===== config.mk =====
export PLATFORM = sky130hd
export DESIGN_NAME = link_resync_request_policy
export DESIGN_NICKNAME = d
export VERILOG_FILES = /design/src/design/lrrp_pkg.sv /design/src/design/lrrp_key_table.sv /design/src/design/lrrp_throttle.sv /design/src/design/link_resync_request_policy.sv
export SDC_FILE = /design/constraint.sdc
export NUM_CORES = 1
export LEC_CHECK = 0
export BUFFER_PORTS_ARGS = -buffer_cell sky130_fd_sc_hd__clkbuf_2
export CAP_MARGIN = 20
export CORE_MARGIN = 4
export CORE_UTILIZATION = 25
export CTS_BUF_LIST = sky130_fd_sc_hd__clkbuf_8
export DETAILED_ROUTE_END_ITERATION = 6
export PLACE_DENSITY = 0.52
export RECOVER_POWER = 100
export SLEW_MARGIN = 20
export SYNTH_ARGS = -nofsm -noshare
export SYNTH_HDL_FRONTEND = slang
export SYNTH_SLANG_ARGS = --single-unit

===== constraint.sdc =====
create_clock -name clk -period 3.65 [get_ports clk]
set_clock_uncertainty 0.15 [all_clocks]
set_input_delay 0.365 -clock clk [delete_from_list [all_inputs] [get_ports clk]]
set_output_delay 0.365 -clock clk [all_outputs]
set_load 0.01 [all_outputs]

===== src/design/lrrp_pkg.sv =====
package lrrp_pkg;

    localparam int TABLE_DEPTH = 16;
    localparam int SLOT_W      = (TABLE_DEPTH > 1) ? $clog2(TABLE_DEPTH) : 1;
    localparam int ADDR_W      = 8;
    localparam int IFACE_W     = 8;
    localparam int KEY_W       = ADDR_W + IFACE_W;
    localparam int TIME_W      = 64;
    localparam int INTERVAL_W  = 32;
    localparam int ATTEMPT_W   = 8;
    localparam int CFG_INDEX_W = 8;
    localparam int CFG_DATA_W  = 32;

    localparam logic [INTERVAL_W-1:0] RESET_MIN_INTERVAL_US  = INTERVAL_W'(250000);
    localparam logic [ATTEMPT_W-1:0]  RESET_BOOT_ATTEMPT_LIM = ATTEMPT_W'(20);

    localparam logic [CFG_INDEX_W-1:0] CFG_MIN_INTERVAL_US    = CFG_INDEX_W'(0);
    localparam logic [CFG_INDEX_W-1:0] CFG_BOOT_ATTEMPT_LIMIT = CFG_INDEX_W'(1);

    typedef enum logic [1:0] {
        MODE_CONNECT    = 2'd0,
        MODE_DISCONNECT = 2'd1,
        MODE_REPORT     = 2'd2,
        MODE_BOOT_POLL  = 2'd3
    } lrrp_mode_t;

    typedef struct packed {
        lrrp_mode_t           mode;
        logic [ADDR_W-1:0]    device;
        logic [IFACE_W-1:0]   iface;
        logic [TIME_W-1:0]    now_us;
    } lrrp_cmd_t;

    typedef struct packed {
        logic send_request;
        logic key_known;
        logic insert_dropped;
    } lrrp_result_t;

    typedef struct packed {
        logic hit;
        logic full;
        logic empty;
        logic removed;
    } lrrp_tbl_status_t;

    typedef struct packed {
        logic report;
        logic boot;
    } lrrp_req_t;

endpackage


===== src/design/lrrp_key_table.sv =====
module lrrp_key_table
    import lrrp_pkg::*;
(
    input  logic             clk,
    input  logic             rst_n,
    input  logic             act,
    input  lrrp_cmd_t        cmd,
    output lrrp_tbl_status_t status
);

    logic [KEY_W-1:0]       key_table_reg [TABLE_DEPTH];
    logic [TABLE_DEPTH-1:0] key_valid_reg;
    logic [TABLE_DEPTH-1:0] key_valid_next;
    logic [TABLE_DEPTH-1:0] hit_vec;
    logic [TABLE_DEPTH-1:0] addr_vec;
    logic [KEY_W-1:0]       key;
    logic [SLOT_W-1:0]      free_slot;
    logic                   free_found;
    logic                   insert;

    always_comb
    begin
        key        = {cmd.device, cmd.iface};
        free_found = 1'b0;
        free_slot  = '0;
        for (int i = 0; i < TABLE_DEPTH; i++)
        begin
            hit_vec[i]  = key_valid_reg[i] && (key_table_reg[i] == key);
            addr_vec[i] = key_valid_reg[i] &&
                          (key_table_reg[i][KEY_W-1:IFACE_W] == cmd.device);
        end
        // scan downwards so the lowest free slot wins
        for (int i = TABLE_DEPTH - 1; i >= 0; i--)
        begin
            if (!key_valid_reg[i])
            begin
                free_found = 1'b1;
                free_slot  = SLOT_W'(i);
            end
        end
    end

    assign insert = act && (cmd.mode == MODE_CONNECT) && !(|hit_vec) && free_found;

    always_comb
    begin
        key_valid_next = key_valid_reg;
        if (insert)
        begin
            key_valid_next[free_slot] = 1'b1;
        end
        if (act && (cmd.mode == MODE_DISCONNECT))
        begin
            key_valid_next = key_valid_reg & ~addr_vec;
        end
    end

    always_ff @(posedge clk or negedge rst_n)
    begin
        if (!rst_n)
        begin
            key_valid_reg <= '0;
        end
        else
        begin
            key_valid_reg <= key_valid_next;
        end
    end

    always_ff @(posedge clk)
    begin
        if (insert)
        begin
            key_table_reg[free_slot] <= key;
        end
    end

    assign status.hit     = |hit_vec;
    assign status.full    = &key_valid_reg;
    assign status.empty   = ~(|key_valid_reg);
    assign status.removed = |addr_vec;

endmodule


===== src/design/lrrp_throttle.sv =====
module lrrp_throttle
    import lrrp_pkg::*;
(
    input  logic                  clk,
    input  logic                  rst_n,
    input  lrrp_req_t             req,
    input  logic [TIME_W-1:0]     now_us,
    input  logic [INTERVAL_W-1:0] min_interval_us,
    input  logic [ATTEMPT_W-1:0]  boot_attempt_limit,
    output logic                  send
);

    logic [TIME_W-1:0]    next_allowed_reg;
    logic [ATTEMPT_W-1:0] boot_attempts_reg;
    logic                 allowed;
    logic                 boot_ok;

    assign allowed = (now_us >= next_allowed_reg);
    assign boot_ok = (boot_attempts_reg < boot_attempt_limit);
    assign send    = allowed && (req.report || (req.boot && boot_ok));

    always_ff @(posedge clk or negedge rst_n)
    begin
        if (!rst_n)
        begin
            next_allowed_reg  <= '0;
            boot_attempts_reg <= '0;
        end
        else
        begin
            if (send)
            begin
                next_allowed_reg <= now_us + TIME_W'(min_interval_us);
            end
            if (send && req.boot)
            begin
                boot_attempts_reg <= boot_attempts_reg + ATTEMPT_W'(1);
            end
        end
    end

endmodule


===== src/design/link_resync_request_policy.sv =====
// Resync request policy for a link that carries device connect, disconnect
// and report events.
// Command channel: a word on cmd is taken at a rising edge with start high
// and busy low. busy is never raised, so a word may be given every cycle.
// Configuration channel: cfg_valid/cfg_ready with cfg_index and cfg_data;
// index 0 sets min_interval_us, index 1 sets boot_attempt_limit, others are
// ignored. cfg_ready is always high. Write only while no command is in flight.
// Result channel: each command gives exactly one word on result, shown for
// one cycle with done high from the edge after the command is taken; the
// command passes the input register, then table match and throttle check
// into the result register.
// Throughput is one command per cycle; the table and throttle state update
// at the edge that loads the result, so the next command already sees it.
// The receiver cannot stall; every result is taken in its done cycle.
// Reset clears the key valid bits, throttle time, boot attempt count and
// restores the configuration defaults (250000 us, 20 attempts).
module link_resync_request_policy
    import lrrp_pkg::*;
(
    input  logic                   clk,
    input  logic                   rst_n,
    input  logic                   start,
    output logic                   busy,
    input  lrrp_cmd_t              cmd,
    output logic                   done,
    output lrrp_result_t           result,
    input  logic                   cfg_valid,
    output logic                   cfg_ready,
    input  logic [CFG_INDEX_W-1:0] cfg_index,
    input  logic [CFG_DATA_W-1:0]  cfg_data
);

    logic                  cmd_vld_reg;
    lrrp_cmd_t             cmd_reg;
    logic                  done_reg;
    lrrp_result_t          result_reg;
    lrrp_result_t          result_next;
    logic [INTERVAL_W-1:0] min_interval_reg;
    logic [ATTEMPT_W-1:0]  boot_limit_reg;
    lrrp_tbl_status_t      tbl_status;
    lrrp_req_t             req;
    logic                  send;

    assign busy      = 1'b0;
    assign cfg_ready = 1'b1;

    always_ff @(posedge clk or negedge rst_n)
    begin
        if (!rst_n)
        begin
            min_interval_reg <= RESET_MIN_INTERVAL_US;
            boot_limit_reg   <= RESET_BOOT_ATTEMPT_LIM;
        end
        else if (cfg_valid && cfg_ready)
        begin
            if (cfg_index == CFG_MIN_INTERVAL_US)
            begin
                min_interval_reg <= cfg_data[INTERVAL_W-1:0];
            end
            else if (cfg_index == CFG_BOOT_ATTEMPT_LIMIT)
            begin
                boot_limit_reg <= cfg_data[ATTEMPT_W-1:0];
            end
        end
    end

    always_ff @(posedge clk or negedge rst_n)
    begin
        if (!rst_n)
        begin
            cmd_vld_reg <= 1'b0;
            done_reg    <= 1'b0;
        end
        else
        begin
            cmd_vld_reg <= start && !busy;
            done_reg    <= cmd_vld_reg;
        end
    end

    always_ff @(posedge clk)
    begin
        if (start && !busy)
        begin
            cmd_reg <= cmd;
        end
        if (cmd_vld_reg)
        begin
            result_reg <= result_next;
        end
    end

    lrrp_key_table u_key_table (
        .clk    (clk),
        .rst_n  (rst_n),
        .act    (cmd_vld_reg),
        .cmd    (cmd_reg),
        .status (tbl_status)
    );

    assign req.report = cmd_vld_reg && (cmd_reg.mode == MODE_REPORT) && !tbl_status.hit;
    assign req.boot   = cmd_vld_reg && (cmd_reg.mode == MODE_BOOT_POLL) && tbl_status.empty;

    lrrp_throttle u_throttle (
        .clk                (clk),
        .rst_n              (rst_n),
        .req                (req),
        .now_us             (cmd_reg.now_us),
        .min_interval_us    (min_interval_reg),
        .boot_attempt_limit (boot_limit_reg),
        .send               (send)
    );

    always_comb
    begin
        result_next.send_request   = send;
        result_next.key_known      = 1'b0;
        result_next.insert_dropped = 1'b0;
        case (cmd_reg.mode)
            MODE_CONNECT:
            begin
                result_next.key_known      = tbl_status.hit;
                result_next.insert_dropped = !tbl_status.hit && tbl_status.full;
            end
            MODE_DISCONNECT:
            begin
                result_next.key_known = tbl_status.removed;
            end
            MODE_REPORT:
            begin
                result_next.key_known = tbl_status.hit;
            end
            default:
            begin
                result_next.key_known = 1'b0;
            end
        endcase
    end

    assign done   = done_reg;
    assign result = result_reg;

endmodule


# ---- Yosys cells after proc, flatten, opt, wreduce, memory -nomap -nowiden
# Memories as Yosys holds them, arrays and structs flattened.
# Cells that the tools add are included.
dict set report totals {
  regBits 215
  mem_bits_rw 256
  out_inout_bits 6
  elab_cells 158
  mem_count 1
}
dict set report op_classes {
  addsub 2
  magnitude_cmp 4
  n_eq_ne 36
  n_mux 39
  bitwise 5
  reduce_logical 57
}
# name words word_bits read_ports rd_clocked_by_memory_dff write_ports line
set mem_list {}
lappend mem_list {u_key_table.key_table_reg 16 16 16 0 1 lrrp_key_table.sv:11} ;# logic [KEY_W-1:0] key_table_reg [TABLE_DEPTH];
# op count
set op_table {}
lappend op_table {{== test 16 bit} 16}
lappend op_table {{== test 8 bit} 16}
lappend op_table {{adder 64 x 32 -> 64 bit} 1}
lappend op_table {{>= comparator 64 bit} 1}
lappend op_table {{two-way mux 4 bit} 16}
lappend op_table {{OR reduction 16 bit} 3}
lappend op_table {{logical AND 1 bit} 45}
lappend op_table {{two-way mux 16 bit} 2}
lappend op_table {{two-way mux 1 bit} 19}
lappend op_table {{bitwise AND 16 bit} 1}
lappend op_table {{inverter 16 bit} 1}
lappend op_table {{OR 16 bit} 1}
lappend op_table {{AND reduction 16 bit} 1}
lappend op_table {{adder 8 x 1 -> 8 bit (second input constant)} 1}
lappend op_table {{== test 8 x 1 -> 1 bit (second input constant)} 1}
lappend op_table {{zero test 8 bit} 1}
lappend op_table {{< comparator 8 bit} 1}
lappend op_table {{< comparator 4 x 5 -> 1 bit (second input constant)} 1}
lappend op_table {{demux 1 bit (select 4 bit)} 1}
lappend op_table {{== test 2 bit (second input constant)} 2}
lappend op_table {{>= comparator 4 x 1 -> 1 bit (second input constant)} 1}
lappend op_table {{AND reduction 3 bit} 1}
lappend op_table {{== test 2 x 1 -> 1 bit (second input constant)} 1}
lappend op_table {{zero test 2 bit} 1}
lappend op_table {{other kinds (7)} 8}

# ---- Depth between registers and ports, before layout
dict set report depth {
  word_depth 23
  ltp_mapped 14
}

# ---- Cells and area by module
# Synthesis repeated with hierarchy kept, for this count alone.
dict set report unflattened {
  hier_cells 1783
  hier_area_um2 23650.2
}
# mod n_inst cells_per_inst area_per_inst_um2
set modules_own_cells {}
lappend modules_own_cells {lrrp_key_table 1 809 12338.1}
lappend modules_own_cells {lrrp_throttle 1 786 7078.0}
lappend modules_own_cells {link_resync_request_policy 1 188 4234.1}

# ---- Worst setup path after synthesis
# No wires, ideal clock.
dict set report synth_path {
  path_kind {flip-flop to flip-flop}
  startpoint {register cmd_reg[79] in the netlist's numbering}
  endpoint {memory u_key_table.key_table_reg[0][0] in the netlist's numbering (enable)}
  setup_ps 388
  arrival_time_ps 3303
  required_time_ps 3112
  path_slack_ps -192
  stages_incl_launch_ff 12
  n_path_buf 3
  cell_sequence {edfxtp_1 -> buf_2 -> buf_4 -> xor2_1 -> nor2_1 -> nand4_1 -> o22ai_1 -> nor4_1 -> nand3_1 -> or4b_2 -> clkbuf_1 -> nor2_1}
}
dict set report synth_between {
  elab_chain_len 8
  elab_cells_between_ends 38
}
# element line
set synth_rtl {}
lappend synth_rtl {{from (decl)} link_resync_request_policy.sv:34} ;# lrrp_cmd_t cmd_reg;
lappend synth_rtl {{from (signal assigned)} link_resync_request_policy.sv:85} ;# cmd_reg <= cmd;
lappend synth_rtl {{== test 16 bit} lrrp_key_table.sv:28} ;# hit_vec[i] = key_valid_reg[i] && (key_table_reg[i] == key);
lappend synth_rtl {{logical AND 1 bit} lrrp_key_table.sv:28}
lappend synth_rtl {{OR reduction 16 bit (*)} lrrp_key_table.sv:43} ;# assign insert = act && (cmd.mode == MODE_CONNECT) && !(|hit_vec) && free_found;
lappend synth_rtl {{zero test 1 bit (*)} lrrp_key_table.sv:43}
lappend synth_rtl {{logical AND 1 bit (*) (2 in a row)} lrrp_key_table.sv:43}
lappend synth_rtl {{two-way mux 1 bit (*)} lrrp_key_table.sv:72} ;# if (insert)
lappend synth_rtl {{two-way mux 1 bit (not written as such) (*)} lrrp_key_table.sv:74} ;# key_table_reg[free_slot] <= key;
lappend synth_rtl {{to (decl)} lrrp_key_table.sv:11}
# Mark *: on every way between the ends. The rest lies on a longest branch, timed or not.

# ---- Worst setup path after layout
dict set report layout_path {
  startpoint {register cmd_reg[73] in the netlist's numbering}
  endpoint {register u_throttle.boot_attempts_reg[4]}
}
dict set report layout_between {
  elab_chain_len 8
  elab_cells_between_ends 38
}
# element line
set layout_rtl {}
lappend layout_rtl {{== test 16 bit} lrrp_key_table.sv:28}
lappend layout_rtl {{logical AND 1 bit} lrrp_key_table.sv:28}
lappend layout_rtl {{OR reduction 16 bit (*)} lrrp_key_table.sv:78} ;# assign status.hit = |hit_vec;
lappend layout_rtl {{zero test 1 bit (*)} link_resync_request_policy.sv:101} ;# assign req.report = cmd_vld_reg && (cmd_reg.mode == MODE_REPORT) && !tbl_status.hit;
lappend layout_rtl {{logical AND 1 bit (*)} link_resync_request_policy.sv:101}
lappend layout_rtl {{logical OR 1 bit (*)} lrrp_throttle.sv:20} ;# assign send = allowed && (req.report || (req.boot && boot_ok));
lappend layout_rtl {{logical AND 1 bit (*)} lrrp_throttle.sv:20}
lappend layout_rtl {{logical AND 1 bit (*)} lrrp_throttle.sv:35} ;# if (send && req.boot)
lappend layout_rtl {{to (signal assigned)} lrrp_throttle.sv:37} ;# boot_attempts_reg <= boot_attempts_reg + ATTEMPT_W'(1);
lappend layout_rtl {{to (decl)} lrrp_throttle.sv:14} ;# logic [ATTEMPT_W-1:0] boot_attempts_reg;
# Marked as above.
# A chain may end at the register's enable or synchronous reset.

==> impl_metrics.toml <==
[run_status]
status = "finished with violations"
violations = "capacitance limit, slew limit"

[worst_setup_path]
r2r_setup_slack_ns = 0.09
cp.required_ns = 4.05
path_cells = "buf_12 > buf_8 > xor2_2 > nor4_4 > nand3_1 > o22ai_2 > nor4_4 > buf_4 > nand4_1 > buf_4 > a22o_4 > buf_4 > or4_4 > xnor2_2"
rr_endpoint = "u_throttle.boot_attempts_reg[4]$_DFFE_PN0P_"
cp_common_cell = "buf_4"
crit_fanout = 7
cpMaxStageDelayCell = "edfxtp_1"
cp_data_arrival_time_ns = 3.96
ff2ff_path_depth = 14
cpPeakStageDelay_ns = 0.51
startpoint_type = "register"
r2r-start = "cmd_reg[73]$_DFFE_PP_"
path_class = "reg -> reg"
endpoint_kind = "register"

[power_and_ir_drop]
clkPwrFrac = 0.329
switchingPower_w = 0.00428
powerDensity_nw_per_um2 = 493
power_frac_comb = 0.203
ir_drop_mv = 0.271
internal-power_w = 0.0101
seq_power_share = 0.468
switching_share = 0.298
p_leak_nw = 11.4

[layout]
antenna_cells = 0
utilization = 0.322
largest_reg_flops = 256
area_growth_pct = 27.3
layout_common_cells = "edfxtp_1, xor2_1, inv_1, nand2_1, dfrtp_1"
nets = 2454
drive_above_1_share = 0.204
fin_cells = 3469
finish.instance_area_um2 = 29100
final_common_cell = "edfxtp_1"

[global_route]
grt_use_total = 0.123
grt_pass1_vias = 16100
antenna_found_initial = 2
grt_pass1_wl_um = 91800
grt_overflow = 0
grt_max_degree = 68

[timing]
relSlewSlack = -0.386
post-route-period-util = 0.975
fin_crit_ns = 3.56
final_max_slew_viol_count = 153
worstMarginPinSlew_ns = 2.08
fin_ws_ns = 0.0919
hold_viol = 0
max_clock_freq_mhz = 281
rsz0062_at_grt = "true"
setup_tns_ns = 0
finalSetupViolCount = 0

[floorplan]
coreArea_um2 = 90400
die_h_um = 310
start_util = 0.253
ios = 132
die-width_um = 310
num_rows = 110
dieArea_um2 = 96400

[cts]
clkTransAtPathRegs_ns = 0.06
clock_sinks = 471
cts_made_buffers = 83
cts_tree = "done"
cts.htree.levels = 3
clk_root_buffer_cell = "clkbuf_8"
cts_buffer_depth = 3
insertion_delay_ns = 0.68

[run]
max-cap-violations = 3

[drt]
route.detailed.drc = 0
dr.pass1.iters = 5
vias = 15500
routed_wl_um = 60800
drt-initial-drc-count = 953
antenna_left = 0
wire_per_inst_um = 17.5
via_per_inst = 4.48

[synthesis]
synth-edff-count = 341
async_flop_share = 0.276
synth_warnings = 0
ys.flop_type = "edfxtp_1"
synth.avg_cell_area_um2 = 12.5
synth_seq_cells = 471
yosysTopAreaCell = "edfxtp_1"
seq_area_frac_synth = 0.590
netlist_area_um2 = 22900
ys_types = 66
netlist_instances = 1837
netlist.area_leader.share = 0.448
synth_fp_nets = 2068
synthTopCellsByArea = "edfxtp_1, dfrtp_1, xor2_1"

[hold_path]
hold_depth = 5
whs_endpoint = "min_interval_reg[1]$_DFFE_PN0P_"
hold_path_class = "in -> reg"
min_from = "cfg_index[0]"

[placement]
postPlaceCellArea_um2 = 25800
place.gp.congestion = 0.831
place_inst = 3169
place.port_buffers = 129
dpl_worst_slack_ns = -0.202
dpl.hpwl_um = 40500
[synthesized netlist by cell type (3+ instances only)]
cell,number
xor2_1,245
a21o_1,24
buf_4,25
o21a_1,7
inv_1,95
or4_1,3
a31oi_1,10
a21boi_0,4
dfrtp_1,121
nand3_1,46
nand2b_1,9
o21bai_1,7
and4_1,7
nand2_1,130
o22ai_1,6
o31ai_1,7
nor4b_1,3
o32ai_1,3
a221oi_1,5
clkbuf_1,29
nor4_1,64
ha_1,104
or3_1,3
nor3_1,28
a211oi_1,13
mux2_2,52
and2_1,6
xnor2_1,71
buf_2,15
nand4_1,52
a21oi_1,44
edfxtp_1,341
nor2_1,81
dfstp_2,9
o21ai_0,111
or2_2,6
o2111ai_1,3
and3_1,16
[worst max-delay path by stage]
stage	startpoint	end	slack [ns]	depth (start not counted)
2_1_floorplan	cmd_reg[79]$_DFFE_PP_	u_key_table.key_table_reg[0][0]$_DFFE_PP_	-0.19	11
3_3_place_gp	cmd_reg[73]$_DFFE_PP_	u_key_table.key_table_reg[2][8]$_DFFE_PP_	-0.19	12
3_5_place_dp	cmd_reg[73]$_DFFE_PP_	u_throttle.next_allowed_reg[0]$_DFFE_PN0P_	-0.20	14
4_1_cts	cmd_reg[74]$_DFFE_PP_	u_key_table.key_table_reg[1][12]$_DFFE_PP_	-0.02	11
5_1_grt	cmd_reg[73]$_DFFE_PP_	u_throttle.boot_attempts_reg[4]$_DFFE_PN0P_	-0.04	14
6_report	cmd_reg[73]$_DFFE_PP_	u_throttle.boot_attempts_reg[4]$_DFFE_PN0P_	0.09	14
[routing by layer]
metal  routed length (um)  share of wire  up-vias  global-route usage
met2                28300           0.47      413               0.205
met5                    0              0        -                   0
li1                     -              -     7432                   -
met1                27900           0.46     7580               0.161
met4                 1620          0.027        0              0.0385
met3                 2970          0.049      110              0.0263
[worst max-delay path: cells and delay by family (launching register included)]
family,cells,cell delay [ns]
simple gates,5,1.14
buf+inv,5,0.90
flops,1,0.51
compound gates,2,0.38
xor+xnor,2,0.35
[cell families after synthesis]
| family | share of synthesized area |
|---|---|
| other | 0.000328 |
| multiplexers | 0.0256 |
| AND/OR/NAND/NOR | 0.101 |
| XOR/XNOR | 0.122 |
| adder cells (fa/ha/maj) | 0.0578 |
| AO/OA/AOI/OAI | 0.0706 |
| flip-flops | 0.590 |
| buffers and inverters | 0.0325 |
[layout make-up]
cell class              count  area [um^2]
fillers                  8982        61300
clock buffers              88         1210
well taps                1176         1470
inverters                  96          364
clock inverters            67          390
multi-input cells        1200         8960
repair buffers            371         3220
flip-flops and latches    471        13500
[through the flow]
| stage | total power (W) | hold slack [ns] |
|---|---|---|
| 6_report | 0.0144 | 0.210 |
| 5_1_grt | 0.0152 | 0.186 |
| 4_1_cts | 0.0145 | 0.0460 |
| 3_5_place_dp | 0.00953 | 0.278 |
| 3_3_place_gp | 0.00944 | 0.278 |
| 2_1_floorplan | 0.00851 | -0.0806 |
[repair_timing]
item	4_1_cts	5_1_grt
gates cloned	3	2
hold buffers	115	0
gates resized for setup	8	45
pin swaps	3	15
endpoints found under the setup margin	230	287
buffers inserted	10	15
hold endpoints to repair	188	0
[power groups by stage]
stage,Sequential [W],Clock [W],Combinational [W]
floorplan,0.00672,0,0.00179
global placement,0.00680,0,0.00264
detailed placement,0.00681,0,0.00271
CTS,0.00672,0.00491,0.00288
global route,0.00678,0.00516,0.00330
finish,0.00673,0.00472,0.00291
Power figures use the tool's default switching activity.
